===== src/hw/rtl/hnm_pkg.sv =====
`timescale 1ns / 1ps

package hnm_pkg;

  localparam int HEIGHT_W  = 16;
  localparam int DIFF_W    = HEIGHT_W + 1;
  localparam int MAG_W     = HEIGHT_W;
  localparam int SQR_W     = 2 * MAG_W;
  localparam int OUT_W     = 16;
  localparam int POS_W     = 8;
  localparam int CFG_W     = 9;
  localparam int CFG_IDX_W = 2;

  localparam int MAX_WIDTH_DEF = 256;
  localparam int DIM_RESET     = 257;

  // Queue between front and back.
  localparam int QDEPTH = 4;
  localparam int QPTR_W = 2;
  localparam int QCNT_W = 3;

  // Root search: wide compare width and number of result bits.
  localparam int SQ_W   = 67;
  localparam int ITER_N = OUT_W - 1;
  localparam int ITER_W = 4;
  localparam int LANES  = 3;

  localparam logic [CFG_IDX_W-1:0] REG_GRID_COLUMNS = CFG_IDX_W'(0);
  localparam logic [CFG_IDX_W-1:0] REG_GRID_ROWS    = CFG_IDX_W'(1);

  // One pixel worth of differences, handed from front to back.
  typedef struct packed {
    logic signed [DIFF_W-1:0] dx;
    logic signed [DIFF_W-1:0] dy;
    logic [POS_W-1:0]         row;
    logic [POS_W-1:0]         col;
    logic                     last;
  } diff_t;

endpackage


===== src/hw/rtl/hnm_back.sv =====
`timescale 1ns / 1ps

module hnm_back (
  input  logic                        clk,
  input  logic                        rst,
  input  logic                        q_empty,
  input  hnm_pkg::diff_t              q_head,
  output logic                        pop,
  output logic                        normal_valid,
  input  logic                        normal_stall,
  output logic [hnm_pkg::OUT_W-1:0]   normal_x,
  output logic [hnm_pkg::OUT_W-1:0]   normal_y,
  output logic [hnm_pkg::OUT_W-1:0]   normal_z,
  output logic [hnm_pkg::POS_W-1:0]   pixel_row,
  output logic [hnm_pkg::POS_W-1:0]   pixel_column,
  output logic                        last_of_frame
);

  localparam int SW = hnm_pkg::SQ_W;
  localparam int MW = hnm_pkg::ITER_N;
  localparam logic [hnm_pkg::OUT_W:0] HALF = (hnm_pkg::OUT_W + 1)'(1) << (hnm_pkg::OUT_W - 1);

  typedef enum logic [2:0] {IDLE, SQUARE, SUM, SEARCH, FINISH} state_t;

  state_t                       state;
  hnm_pkg::diff_t               item;
  logic [hnm_pkg::SQR_W-1:0]    sqx;
  logic [hnm_pkg::SQR_W-1:0]    sqy;
  logic [SW-1:0]                s;
  logic [SW-1:0]                bound [hnm_pkg::LANES];
  logic                         neg   [hnm_pkg::LANES];
  logic [SW-1:0]                acc_a [hnm_pkg::LANES];
  logic [SW-1:0]                acc_m [hnm_pkg::LANES];
  logic [MW-1:0]                root  [hnm_pkg::LANES];
  logic [hnm_pkg::ITER_W-1:0]   bit_idx;

  logic [SW-1:0]                cand_a [hnm_pkg::LANES];
  logic [SW-1:0]                cand_m [hnm_pkg::LANES];
  logic                         pass   [hnm_pkg::LANES];
  logic [hnm_pkg::OUT_W-1:0]    comp   [hnm_pkg::LANES];

  logic [hnm_pkg::MAG_W-1:0]    mag_x;
  logic [hnm_pkg::MAG_W-1:0]    mag_y;
  logic                         out_free;

  assign mag_x = hnm_pkg::MAG_W'(item.dx < 0 ? -item.dx : item.dx);
  assign mag_y = hnm_pkg::MAG_W'(item.dy < 0 ? -item.dy : item.dy);
  assign pop      = (state == IDLE) && !q_empty;
  assign out_free = !normal_valid || !normal_stall;

  // One result bit per lane per cycle: try m | 2^j with
  // (2m+1)^2*s = 4*m^2*s + 4*m*s + s against the scaled bound.
  always_comb begin
    logic [SW-1:0] val;
    logic [SW-1:0] cnt;
    logic          c0;
    for (int i = 0; i < hnm_pkg::LANES; i++) begin
      cand_a[i] = acc_a[i] + (acc_m[i] << (bit_idx + 1'b1)) + (s << {bit_idx, 1'b0});
      cand_m[i] = acc_m[i] + (s << bit_idx);
      val       = (cand_a[i] << 2) + (cand_m[i] << 2) + s;
      pass[i]   = neg[i] ? (val < bound[i]) : (val <= bound[i]);
      c0        = neg[i] ? (s < bound[i]) : (s <= bound[i]);
      cnt       = c0 ? SW'(root[i]) + SW'(1) : '0;
      if (neg[i]) begin
        comp[i] = hnm_pkg::OUT_W'(HALF - (hnm_pkg::OUT_W + 1)'(cnt));
      end else if ((HALF + (hnm_pkg::OUT_W + 1)'(cnt)) >
                   (hnm_pkg::OUT_W + 1)'({hnm_pkg::OUT_W{1'b1}})) begin
        comp[i] = {hnm_pkg::OUT_W{1'b1}};
      end else begin
        comp[i] = hnm_pkg::OUT_W'(HALF + (hnm_pkg::OUT_W + 1)'(cnt));
      end
    end
  end

  always_ff @(posedge clk) begin
    if (rst) begin
      state        <= IDLE;
      normal_valid <= 1'b0;
    end else begin
      // In FINISH with a free output the new result replaces the old one.
      if (normal_valid && !normal_stall && state != FINISH) normal_valid <= 1'b0;
      case (state)
        IDLE: begin
          if (!q_empty) begin
            item  <= q_head;
            state <= SQUARE;
          end
        end
        SQUARE: begin
          sqx   <= mag_x * mag_x;
          sqy   <= mag_y * mag_y;
          state <= SUM;
        end
        SUM: begin
          s        <= SW'(sqx) + SW'(sqy) + SW'(1);
          bound[0] <= SW'(sqx) << hnm_pkg::SQR_W;
          bound[1] <= SW'(sqy) << hnm_pkg::SQR_W;
          bound[2] <= SW'(1) << hnm_pkg::SQR_W;
          neg[0]   <= item.dx < 0;
          neg[1]   <= item.dy < 0;
          neg[2]   <= 1'b0;
          for (int i = 0; i < hnm_pkg::LANES; i++) begin
            acc_a[i] <= '0;
            acc_m[i] <= '0;
            root[i]  <= '0;
          end
          bit_idx <= hnm_pkg::ITER_W'(MW - 1);
          state   <= SEARCH;
        end
        SEARCH: begin
          for (int i = 0; i < hnm_pkg::LANES; i++) begin
            if (pass[i]) begin
              acc_a[i] <= cand_a[i];
              acc_m[i] <= cand_m[i];
              root[i]  <= root[i] | (MW'(1) << bit_idx);
            end
          end
          if (bit_idx == '0) state <= FINISH;
          else bit_idx <= bit_idx - 1'b1;
        end
        FINISH: begin
          if (out_free) begin
            normal_x      <= comp[0];
            normal_y      <= comp[1];
            normal_z      <= comp[2];
            pixel_row     <= item.row;
            pixel_column  <= item.col;
            last_of_frame <= item.last;
            normal_valid  <= 1'b1;
            state         <= IDLE;
          end
        end
        default: state <= IDLE;
      endcase
    end
  end

endmodule


===== config.mk =====
export PLATFORM = sky130hd
export DESIGN_NAME = hnm_back
export DESIGN_NICKNAME = d
export VERILOG_FILES = /design/src/hw/rtl/hnm_pkg.sv /design/src/hw/rtl/hnm_back.sv
export SDC_FILE = /design/constraint.sdc
export NUM_CORES = 2
export LEC_CHECK = 0
export BUFFER_PORTS_ARGS = -buffer_cell sky130_fd_sc_hd__buf_2
export CAP_MARGIN = 20
export CORE_MARGIN = 2
export CORE_UTILIZATION = 65
export CTS_CLUSTER_SIZE = 12
export DETAILED_ROUTE_END_ITERATION = 8
export PLACE_DENSITY = 0.79
export SYNTH_ARGS = -nofsm -noshare
export SYNTH_HDL_FRONTEND = slang
export SYNTH_SLANG_ARGS = --single-unit

===== constraint.sdc =====
create_clock -name clk -period 29.4 [get_ports clk]
set_input_delay 0 -clock clk [delete_from_list [all_inputs] [get_ports clk]]
set_output_delay 0 -clock clk [all_outputs]
set_load 0.02 [all_outputs]

==> flow_summary.rst <==
.. list-table::
   :header-rows: 1

   * - Metric
     - Value
   * - Half-perimeter wire length after placement
     - 277 mm
   * - Wirelength, routed
     - 349 mm
   * - Floorplan core area
     - 141000 µm²
   * - Slowest stage cell, crit path
     - sky130_fd_sc_hd__nor4_1
   * - Cts bufs inserted
     - 88
   * - Clock edge transition at the registers on the reported setup and hold paths
     - 0.06 ns
   * - Number of warning messages in the yosys log
     - 0
   * - Cells taking the most area after synthesis
     - sky130_fd_sc_hd__edfxtp_1 23%, sky130_fd_sc_hd__fa_1 13%, sky130_fd_sc_hd__ha_1 13%
   * - Final worst-path cycle share
     - 0.636
   * - Endpoints failing setup
     - 0
   * - Delay of the slowest critical-path stage
     - 0.93 ns
   * - Fmax
     - 53.5 MHz
   * - Largest net degree at the start of global routing
     - 172
   * - Initial antenna violation count
     - 15
   * - R2R cell count
     - 52
   * - Number of distinct library cells after synthesis
     - 93
   * - Height of the die
     - 381 µm
   * - Die Footprint
     - 145000 µm²
   * - Critical-path maximum fanout
     - 99
   * - Class of the tightest hold or removal check
     - in -> reg
   * - Total via count in the routed design
     - 83100
   * - Post-synth top area cell
     - sky130_fd_sc_hd__edfxtp_1
   * - Global-route wire length before repair
     - 512 mm
   * - First-pass DRT Iterations
     - 8
   * - Synthesized area
     - 92600 µm²
   * - Post-synth top cells
     - 1058 x sky130_fd_sc_hd__inv_1, 926 x sky130_fd_sc_hd__ha_1, 906 x sky130_fd_sc_hd__nor2_1
   * - Post-Syn Nets
     - 11600
   * - Remaining DRCs
     - 0
   * - Unrepaired setup endpoints after global routing
     - false
   * - Most numerous cell in the Yosys netlist
     - sky130_fd_sc_hd__inv_1
   * - Initial core utilization
     - 0.655
   * - Post-synthesis register bit count
     - 718
   * - Drt wl/cell
     - 29.0 µm
   * - Gate count after technology mapping
     - 9979
   * - Standard cell area after detailed placement
     - 95100 µm²
   * - Worst Hold Depth
     - 2
   * - # port buffers
     - 121
   * - Transition time at the pin with the least slew margin
     - 1.33 ns
   * - Share of layout cells above drive strength 1
     - 0.0794
   * - Final sum of negative setup slack
     - 0 ns
   * - Clock latency on the worst-skew pair
     - 0.75 ns
   * - Final net count
     - 11700
   * - Sum of overflow across all layers after global routing
     - 0
   * - Final Critical Period
     - 18.70 ns
   * - Synth-to-Final Area Change
     - 7.22%
   * - Startpoint type of the worst setup path
     - register
   * - Final cell utilization of the core
     - 0.702
   * - Required @ worst endpoint
     - 29.75 ns
   * - FP Rows
     - 138
   * - Avg Vias per Cell
     - 6.91
   * - Mean instance size in the synthesized netlist
     - 9.28 µm²
   * - Max-slew headroom
     - 0.114
   * - # Post-CTS Setup Buffers
     - 0
   * - Remaining number of nets flagged by the antenna check after routing
     - 0
   * - Final Cell Area
     - 99200 µm²
   * - Slew Viols, Final
     - 0
   * - TritonCTS clock tree
     - done
   * - Number of levels the H-tree was split into
     - 3
   * - Worst path arrival time
     - 19.05 ns
   * - CP endpoint kind
     - register
   * - Overall Global Routing Usage
     - 0.473
   * - Async set-reset flop share out of synthesis
     - 0
   * - First-iteration detailed-routing DRC count
     - 11300
   * - Top-area cell type share of the netlist area
     - 0.232
   * - Clock Sink Count
     - 718
   * - Final Skew
     - 0.0305 ns
   * - Vias in the first global route
     - 81000
   * - Top-Level Pins
     - 122
   * - Hold Violations, Final
     - 0
   * - Most instantiated flip-flop cell in the synthesis netlist
     - sky130_fd_sc_hd__edfxtp_1
   * - CTS root buf
     - sky130_fd_sc_hd__clkbuf_16
   * - Outcome
     - completed
   * - Worst setup path category
     - reg -> reg
   * - Max Cap Viol
     - 0
   * - RD Place Congestion
     - 1.09
   * - Minimum hold slack
     - 0.0401 ns
   * - Number of synthesized flops with an enable pin
     - 714
   * - Bufs on Longest Clock Path
     - 3
   * - Crit-path most repeated cell
     - sky130_fd_sc_hd__a21oi_1
   * - Register area share after synthesis
     - 0.232
   * - Die X
     - 381 µm
stage by stage:
stage	worst slack, ns	std cells
finish	10.70	12000
floorplan	10.94	9979
CTS	11.28	12000
global route	10.00	12000
detailed placement	11.36	11800
global placement	11.01	11700
metal layers:
metal  wire (µm)  track usage  vias up
met3       50500        0.152     1416
met4       27400        0.306       12
li1            -            -    35700
met1      123000        0.596    40000
met2      148000        0.701     6036
met5          73            0        -
layout make-up:
type / instances / area (µm²)
Multi-Input combinational cell: 7818 / 65600
Fill cell: 10600 / 42200
Sequential cell: 718 / 21500
Inverter: 1074 / 4040
Timing Repair Buffer: 364 / 2750
Tap cell: 1890 / 2360
Clock buffer: 98 / 2260
Clock inverter: 57 / 723
Antenna cell: 8 / 20.0
flip-flops by register name, summed over array words and instances (netlist names):
register,cells
bound,62
item,51
neg,2
acc_a,195
root,45
pixel_column,8
s,33
normal_z,16
bit_idx,4
normal_y,16
pixel_row,8
state,3
normal_valid,1
sqx,31
acc_m,195
last_of_frame,1
normal_x,16
sqy,31
kinds of logic (layout without fill, tap and decap cells):
family                     count (synthesis)  after routing  synth area share
and+or+nand+nor                         2774           2774             0.146
AOI/OAI and AO/OA                       2436           2436             0.167
adders and majority gates               1545           1545             0.259
buffers and inverters                   1443           1593            0.0606
DFF                                      718            718             0.232
xor gates and xnor gates                 650            650            0.0618
muxes                                    412            412            0.0732
other                                      1              9         0.0000405
what timing repair did:
item	CTS	global route
hold buffers	105	0
setup endpoints to repair	0	0
resized for setup	0	0
hold endpoints to repair	92	0
worst max-delay path, delay by kind of cell (launching register included):
| family | cells | cell delay, ns |
|---|---|---|
| DFF | 1 | 0.36 |
| buffers and inverters | 5 | 3.13 |
| xor gates and xnor gates | 2 | 0.34 |
| adders and majority gates | 7 | 3.29 |
| and+or+nand+nor | 13 | 3.68 |
| AOI/OAI and AO/OA | 25 | 7.17 |
path summary, 6_finish.rpt:
kind / start / to / slack (ns)
hold / removal: q_head[50] / item[50] / 0.04
setup reg to reg: bit_idx[1] / root[0][28] / 10.70
setup / recovery: bit_idx[1] / root[0][28] / 10.70
hold reg to reg: item[7] / pixel_column[6] / 0.42
layout by cell type (no fill, tap or decap), drive strengths merged, types with 85 or more instances in the layout:
cell type and n:
inv 1066, nor2 996, ha 926, a21oi 796
edfxtp 714, fa 619, nand2 585, o21ai 419
a21o 406, xnor2 403, buf 258, xor2 245
nor2b 236, mux4 209, mux2i 170, nand3 162
a211oi 130, nor3 124, o21bai 119, nand4 110
nand2b 110, and2 108, and3 107, dlygate4sd3 105
clkbuf 98, o21a 94, a31oi 85
Power is left out: the tool's default activity adds up to more than one toggle a clock period on the data nets, which glitch-free logic cannot reach.
