`src/hw/rtl/hnm_pkg.sv`:
```
`timescale 1ns / 1ps

package hnm_pkg;

  localparam int HEIGHT_W  = 16;
  localparam int DIFF_W    = HEIGHT_W + 1;
  localparam int MAG_W     = HEIGHT_W;
  localparam int SQR_W     = 2 * MAG_W;
  localparam int OUT_W     = 16;
  localparam int POS_W     = 8;
  localparam int CFG_W     = 9;
  localparam int CFG_IDX_W = 2;

  localparam int MAX_WIDTH_DEF = 256;
  localparam int DIM_RESET     = 257;

  // Queue between front and back.
  localparam int QDEPTH = 4;
  localparam int QPTR_W = 2;
  localparam int QCNT_W = 3;

  // Root search: wide compare width and number of result bits.
  localparam int SQ_W   = 67;
  localparam int ITER_N = OUT_W - 1;
  localparam int ITER_W = 4;
  localparam int LANES  = 3;

  localparam logic [CFG_IDX_W-1:0] REG_GRID_COLUMNS = CFG_IDX_W'(0);
  localparam logic [CFG_IDX_W-1:0] REG_GRID_ROWS    = CFG_IDX_W'(1);

  // One pixel worth of differences, handed from front to back.
  typedef struct packed {
    logic signed [DIFF_W-1:0] dx;
    logic signed [DIFF_W-1:0] dy;
    logic [POS_W-1:0]         row;
    logic [POS_W-1:0]         col;
    logic                     last;
  } diff_t;

endpackage

```
`src/hw/rtl/hnm_fifo.sv`:
```
`timescale 1ns / 1ps

module hnm_fifo (
  input  logic                       clk,
  input  logic                       rst,
  input  logic                       push,
  input  hnm_pkg::diff_t             push_data,
  input  logic                       pop,
  output hnm_pkg::diff_t             head,
  output logic                       empty,
  output logic [hnm_pkg::QCNT_W-1:0] count
);

  hnm_pkg::diff_t                entries [hnm_pkg::QDEPTH];
  logic [hnm_pkg::QPTR_W-1:0]    wr_ptr;
  logic [hnm_pkg::QPTR_W-1:0]    rd_ptr;

  assign empty = (count == '0);
  assign head  = entries[rd_ptr];

  always_ff @(posedge clk) begin
    if (push) begin
      entries[wr_ptr] <= push_data;
    end
  end

  always_ff @(posedge clk) begin
    if (rst) begin
      wr_ptr <= '0;
      rd_ptr <= '0;
      count  <= '0;
    end else begin
      if (push) wr_ptr <= wr_ptr + 1'b1;
      if (pop)  rd_ptr <= rd_ptr + 1'b1;
      count <= count + hnm_pkg::QCNT_W'(push) - hnm_pkg::QCNT_W'(pop);
    end
  end

endmodule

```
`config.mk`:
```
export PLATFORM = sky130hd
export DESIGN_NAME = hnm_fifo
export DESIGN_NICKNAME = d
export VERILOG_FILES = /design/src/hw/rtl/hnm_pkg.sv /design/src/hw/rtl/hnm_fifo.sv
export SDC_FILE = /design/constraint.sdc
export NUM_CORES = 1
export LEC_CHECK = 0
export CAP_MARGIN = 15
export CORE_MARGIN = 2
export CORE_UTILIZATION = 35
export CTS_BUF_LIST = sky130_fd_sc_hd__clkbuf_8
export CTS_CLUSTER_SIZE = 40
export DETAILED_ROUTE_END_ITERATION = 10
export DONT_BUFFER_PORTS = 1
export GPL_TIMING_DRIVEN = 0
export PLACE_DENSITY_LB_ADDON = 0.25
export REMOVE_ABC_BUFFERS = 1
export SLEW_MARGIN = 20
export SYNTH_ARGS = -nofsm -noshare
export SYNTH_HDL_FRONTEND = slang
export SYNTH_SLANG_ARGS = --single-unit
export TNS_END_PERCENT = 100
```
`constraint.sdc`:
```
create_clock -name clk -period 4.9 [get_ports clk]
set_clock_uncertainty 0.15 [all_clocks]
set_input_delay 0 -clock clk [delete_from_list [all_inputs] [get_ports clk]]
set_output_delay 0 -clock clk [all_outputs]
set_load 0.01 [all_outputs]
```
==> results of run 1 <==
==> kinds of logic after synthesis <==
kind of cell / Yosys count / synth area share
AND/OR/NAND/NOR: 13 / 0.008764
XOR/XNOR: 3 / 0.005259
adder cells (fa/ha/maj): 7 / 0.01211
buffers and inverters: 18 / 0.02072
multiplexers: 52 / 0.1480
AO/OA/AOI/OAI: 2 / 0.001912
flip-flops: 213 / 0.8032
==> final timing paths <==
path	slack, ps	to	cells after the start	from
max	2580	head[19]	3	register
min	50	entries[2][49]	1	push_data[49]
max reg2reg	3060	count[2]	7	count[0]
min reg2reg	390	register	2	rd_ptr[0]
==> per-layer routing <==
layer | share of wire | wire [um]
met5 | 0 | 0
met4 | 0.021 | 304
met3 | 0.073 | 1045
met1 | 0.40 | 5715
met2 | 0.51 | 7309
==> timing repair <==
action,4_1_cts,5_1_grt
gates resized for setup,0,0
endpoints found under the setup margin,0,0
hold buffers,55,0
endpoints found under the hold margin,339,0
==> metrics by stage <==
step / instances / power, uW / hold WS, ps / area [um2] / util
finish: 699 / 3833 / 47.26 / 9400 / 0.4294
global route: 699 / 4013 / 31.05 / 9400 / 0.4294
CTS: 699 / 3913 / 7.956 / 9400 / 0.4294
detailed placement: 583 / 2489 / -81.74 / 8242 / 0.3765
global placement: 576 / 2473 / -75.99 / 8061 / 0.3683
floorplan: 296 / 2391 / -78.39 / 7711 / -
==> sequential cells by signal (all words and copies together) (netlist names), named ones only <==
| name | cells |
|---|---|
| count | 3 |
| entries | 204 |
| rd_ptr | 2 |
| wr_ptr | 2 |
==> area by class of cell <==
cell class                      instances  area, um2
Clock inverter                         24      98.84
Sequential cell                       213       6314
Inverter                                6      22.52
Fill cell                            1938      12490
Timing Repair Buffer                   62      713.2
Multi-Input combinational cell         77       1393
Tap cell                              280      350.3
Clock buffer                           37      509.2
==> placed cells by master, fill, tap and decap left out <==
cell type and instances:
a21bo_2 1, a21oi_1 1, and2_4 4, buf_12 4, buf_16 3, clkbuf_8 37
clkinv_1 7, clkinv_2 4, clkinvlp_4 1, dfxtp_1 7, dfxtp_4 2, dlygate4sd3_1 55
edfxtp_1 204, fa_1 1, ha_1 6, inv_1 18, mux2i_1 1, mux4_1 1
mux4_2 50, nand3b_1 1, nor2_1 5, nor2b_1 2, nor3_1 1, xnor2_1 2
xor3_1 1
==> power by group through the flow <==
stage / combinational, uW / sequential, uW / clock (uW)
final: 357 / 2130 / 1340
after global routing: 388 / 2140 / 1480
after CTS: 371 / 2140 / 1410
after detailed placement: 315 / 2170 / 0
after global placement: 267 / 2210 / 0
after floorplan: 210 / 2180 / 0
==> summary.txt, run 1 <==
Startpoint Class = register
DR vias/cell = 4.844
CP endpoint kind = output pin
Root Buffer = clkbuf_8
Most common cell in the netlist = edfxtp_1
Most used cell, CP = buf_12
# diodes = 0
Met2 Use GR = 0.2112
Crit path max fanout = 19
Cell Chain, Critical Path = buf_12, buf_12, mux4_2
RSZ-0062 raised after global routing = no
Period minus WS final = 2322 ps
Post-CTS setup buffer count = 0
Synth Area per Inst = 25.49 um2
Mapped Area = 7851 um2
Yosys warning total = 0
First-pass GRT wire length = 22200 um
Leak = 0.003023 uW
Register area share after synthesis = 0.8032
Worst VDD drop = 0.2259 mV
Met3 Use GR = 0.04538
Number of DRC markers in iteration 0 = 139
Routability cong. = 0.6300
Crit Path Category = reg -> out
CP max stage cell = mux4_2
Async set-reset flop share out of synthesis = 0
Number of synthesized flops with an enable pin = 204
Slowest stage delay, CP = 590 ps
Grt total ovfl = 0
PnR worst setup slack = 2578 ps
Int Power = 2961 uW
Outcome = completed
Clock share of power = 0.350
Largest net degree at the start of global routing = 38
Worst Hold Class = in -> reg
Worst-margin pin slew = 471.7 ps
Worst-skew pair later-pin latency = 490 ps
Clock-pin transition on the worst setup and hold timing paths = 60 ps
Fraction of layout cells with a size suffix above 1 = 0.2530
Psw = 871.4 uW
Switching share of power = 0.2274
Hpwl dp = 8157 um
Total number of vias = 3386
Worst slack at placement = 3030 ps
Synth-to-layout area growth = 19.73%
Rows = 54
Max-cap violations = 0
Max H-tree Level = 2
CTS Buf Count = 36
Worst Path Required = 4750 ps
Wire per inst = 20.57 um
WP data arrival = 2170 ps
Sequential Power Share = 0.557
Area of the core = 21890 um2
Final Hold Fails = 0
Input/output buffers = 0
DRT Wirelength = 14380 um
DIE AREA = 23650 um2
Yosys top cell area share = 0.7802
Synthesized instance count = 308
Buf/Inv on CP = 2
Fin nets = 458
# IOs = 110
Top delay family on crit path = multiplexers
Final Setup Violations = 0
Setup tns final = 0 ps
Largest area contributor in the netlist = edfxtp_1
Power Density = 407.7 nW/um2
Top post-synthesis cells by count = edfxtp_1 (204), mux4_2 (50), dfxtp_1 (9), ha_1 (6), inv_1 (6)
Slew Limit Fails = 0
ANT nets after route = 0
FF+latch count, synth = 213
Ys flop type = edfxtp_1
Initial antenna violation count = 0
Initial Util = 0.3587
DRC viols = 0
Gr usage total = 0.1248
Slew headroom = 0.6855
Most Crowded Layer GR = met2
Synth area leaders = edfxtp_1 (78%), mux4_2 (14%), dfxtp_1 (2.3%), buf_12 (1.3%), ha_1 (0.96%)
Met1 Use GR = 0.1487
Vias in the first global route = 3827
Die Y = 153.8 um
Netlist cell types = 21
Max Clock Freq = 430.7 MHz
Drt pass-1 iters = 4
CTS tree = done
Clock buffer depth = 3
Clock Sinks = 213
Die W = 153.8 um
Combinational Power Share = 0.093
Tcrit/Tclk final = 0.4738
No activity file was read; power rests on OpenSTA's default activity.
==> run 2: changes to the inputs <==
==> constraint.sdc (replaced) <==
create_clock -name clk -period 2 [get_ports clk]
set_clock_uncertainty 0.15 [all_clocks]
set_input_delay 0 -clock clk [delete_from_list [all_inputs] [get_ports clk]]
set_output_delay 0 -clock clk [all_outputs]
set_load 0.01 [all_outputs]
==> run 2 against run 1 <==
Effect of this change:
- non-clock buffer count grew 4
- via count grew 0.68%
- critical path depth is the same
- flip-flop and latch count is the same
- count of clock-buffer cells in the layout is the same
- sequential power grew 140%
==> summary.txt, run 2 (synthesized netlist as in run 1, its figures left out) <==
Grt total ovfl = 0 (unchanged)
Slew Limit Fails = 0 (unchanged)
Max Clock Freq = 517.6 MHz
DRC viols = 0 (unchanged)
Synth-to-layout area growth = 20.56% (was 19.73%)
RSZ-0062 raised after global routing = yes (was no)
Slew headroom = 0.6859 (was 0.6855)
Hold_sp = push_data[49] (unchanged)
Wire per inst = 20.71 um (was 20.57 um)
Worst-margin pin slew = 471.1 ps (was 471.7 ps)
Met1 Use GR = 0.1542 (was 0.1487)
Rows = 54 (unchanged)
Top delay family on crit path = multiplexers (unchanged)
Reg2reg setup slack = 160 ps (was 3060 ps)
Vias in the first global route = 3847 (was 3827)
Top flop regs = entries: 204 flops, count: 3 flops (unchanged)
Leak = 0.003055 uW (was 0.003023 uW)
Crit path max fanout = 7 (was 19)
Input/output buffers = 0 (unchanged)
CTS Buf Count = 36 (unchanged)
Buf/Inv on CP = 2 (unchanged)
Flip-flop count of the largest register after layout = 204 (unchanged)
First-pass GRT wire length = 22450 um (was 22200 um)
Worst Path Required = 1850 ps (was 4750 ps)
Fraction of layout cells with a size suffix above 1 = 0.2600 (was 0.2530)
Initial antenna violation count = 0 (unchanged)
Max-cap violations = 0 (unchanged)
Clock buffer depth = 3 (unchanged)
Power Density = 995.2 nW/um2 (was 407.7 nW/um2)
Total number of vias = 3409 (was 3386)
Worst Hold Class = in -> reg (unchanged)
Hpwl dp = 8157 um (unchanged)
Slowest stage delay, CP = 570 ps (was 590 ps)
Die W = 153.8 um (unchanged)
# IOs = 110 (unchanged)
Final Setup Violations = 0 (unchanged)
Period minus WS final = 1932 ps
Most flops, register = entries (unchanged)
Commonest non-fill, non-tap cell in the layout = edfxtp_1 (unchanged)
Clock Sinks = 213 (unchanged)
DR vias/cell = 4.849 (was 4.844)
ANT nets after route = 0 (unchanged)
Placed Cells = 583 (unchanged)
Worst r2r src = count[0] (unchanged)
Worst-skew pair later-pin latency = 490 ps (about the same)
Root Buffer = clkbuf_8 (unchanged)
Fin nets = 462 (was 458)
WP data arrival = 1780 ps (was 2170 ps)
Number of DRC markers in iteration 0 = 137 (was 139)
Worst Hold Path EP = entries[2][49] (unchanged)
Cell Chain, Critical Path = buf_12, buf_4, mux4_2 (was buf_12, buf_12, mux4_2)
Met2 Use GR = 0.2114 (was 0.2112)
Tcrit/Tclk final = 0.9660
Gr usage total = 0.1266 (was 0.1248)
CTS tree = done (unchanged)
Most Crowded Layer GR = met2 (unchanged)
Commonest cells after routing, fill and taps aside = edfxtp_1 (204), dlygate4sd3_1 (55), mux4_2 (50) (unchanged)
Area of the core = 21890 um2 (unchanged)
DRT Wirelength = 14560 um (was 14380 um)
CP max stage cell = mux4_2 (unchanged)
R2R depth = 7 (unchanged)
Routability cong. = 0.6300 (unchanged)
Die Y = 153.8 um (unchanged)
Critical R2R Capture = count[2] (unchanged)
# diodes = 0 (unchanged)
Worst hold path depth = 1 (unchanged)
Max H-tree Level = 2 (unchanged)
Drt pass-1 iters = 4 (unchanged)
Worst VDD drop = 0.5527 mV (was 0.2259 mV)
Initial Util = 0.3587 (unchanged)
Non-filler cells, final = 703 (was 699)
Startpoint Class = register (unchanged)
Hold Slack = 51.05 ps (was 47.26 ps)
CP endpoint kind = output pin (unchanged)
Met3 Use GR = 0.04510 (was 0.04538)
Clock-pin transition on the worst setup and hold timing paths = 60 ps (about the same)
Crit Path Category = reg -> out (unchanged)
CP Depth = 3 (unchanged)
Largest net degree at the start of global routing = 38 (unchanged)
Final Hold Fails = 0 (unchanged)
DIE AREA = 23650 um2 (unchanged)
Outcome = completed (unchanged)
run 2: changes by cell type in the layout (fill, tap and decap cells not counted):
cell and delta:
buf_12 -1, buf_6 +2, buf_4 +1, buf_16 +2
run 2: through the flow:
stage / util / setup slack [ps] / cell area, um2 / setup TNS, ps / power (uW)
after floorplan: - / -1098 / 7711 / -116180 / 5859
final: 0.4324 / 67.92 / 9465 / 0 / 9420
after global routing: 0.4324 / -27.05 / 9465 / -253.2 / 9868
after detailed placement: 0.3765 / 130.3 / 8242 / 0 / 6099
after CTS: 0.4324 / 6.216 / 9465 / 0 / 9621
after global placement: 0.3683 / -2367 / 8061 / -411230 / 6060
run 2: where the power goes:
| part | switching [uW] | total, uW | internal [uW] |
|---|---|---|---|
| registers | 83.1 | 5210 | 5130 |
| logic | 482 | 928 | 446 |
| clock network | 1570 | 3280 | 1710 |
| total | 2140 | 9420 | 7280 |
run 2: cell type report:
class	instances	area (um2)
clock inverters	24	98.84
repair buffers	66	778.2
flip-flops and latches	213	6314
multi-input cells	77	1393
clock buffers	37	509.2
well taps	280	350.3
inverters	6	22.52
fillers	1934	12430
run 2: worst max-delay path by stage:
stage	from	endpoint	slack [ps]
5_1_grt	register	head[40]	-30
6_report	register	head[47]	70
2_1_floorplan	register	head[50]	-1100
4_1_cts	register	head[50]	6
3_5_place_dp	register	head[19]	130
3_3_place_gp	register	head[50]	-2370
run 2: what timing repair did:
action                                 in CTS  in global routing
hold buffers                               55                  0
gates resized for setup                     4                  0
cloned                                      1                  0
endpoints found under the hold margin     339                  0
buffers inserted                            3                  0
setup endpoints to repair                  36                 17
run 2: metal layers:
| layer | vias up | routed length, um |
|---|---|---|
| met5 | - | 0 |
| met4 | 0 | 290 |
| met3 | 28 | 1025 |
| met2 | 112 | 7398 |
| met1 | 1778 | 5843 |
| li1 | 1491 | - |
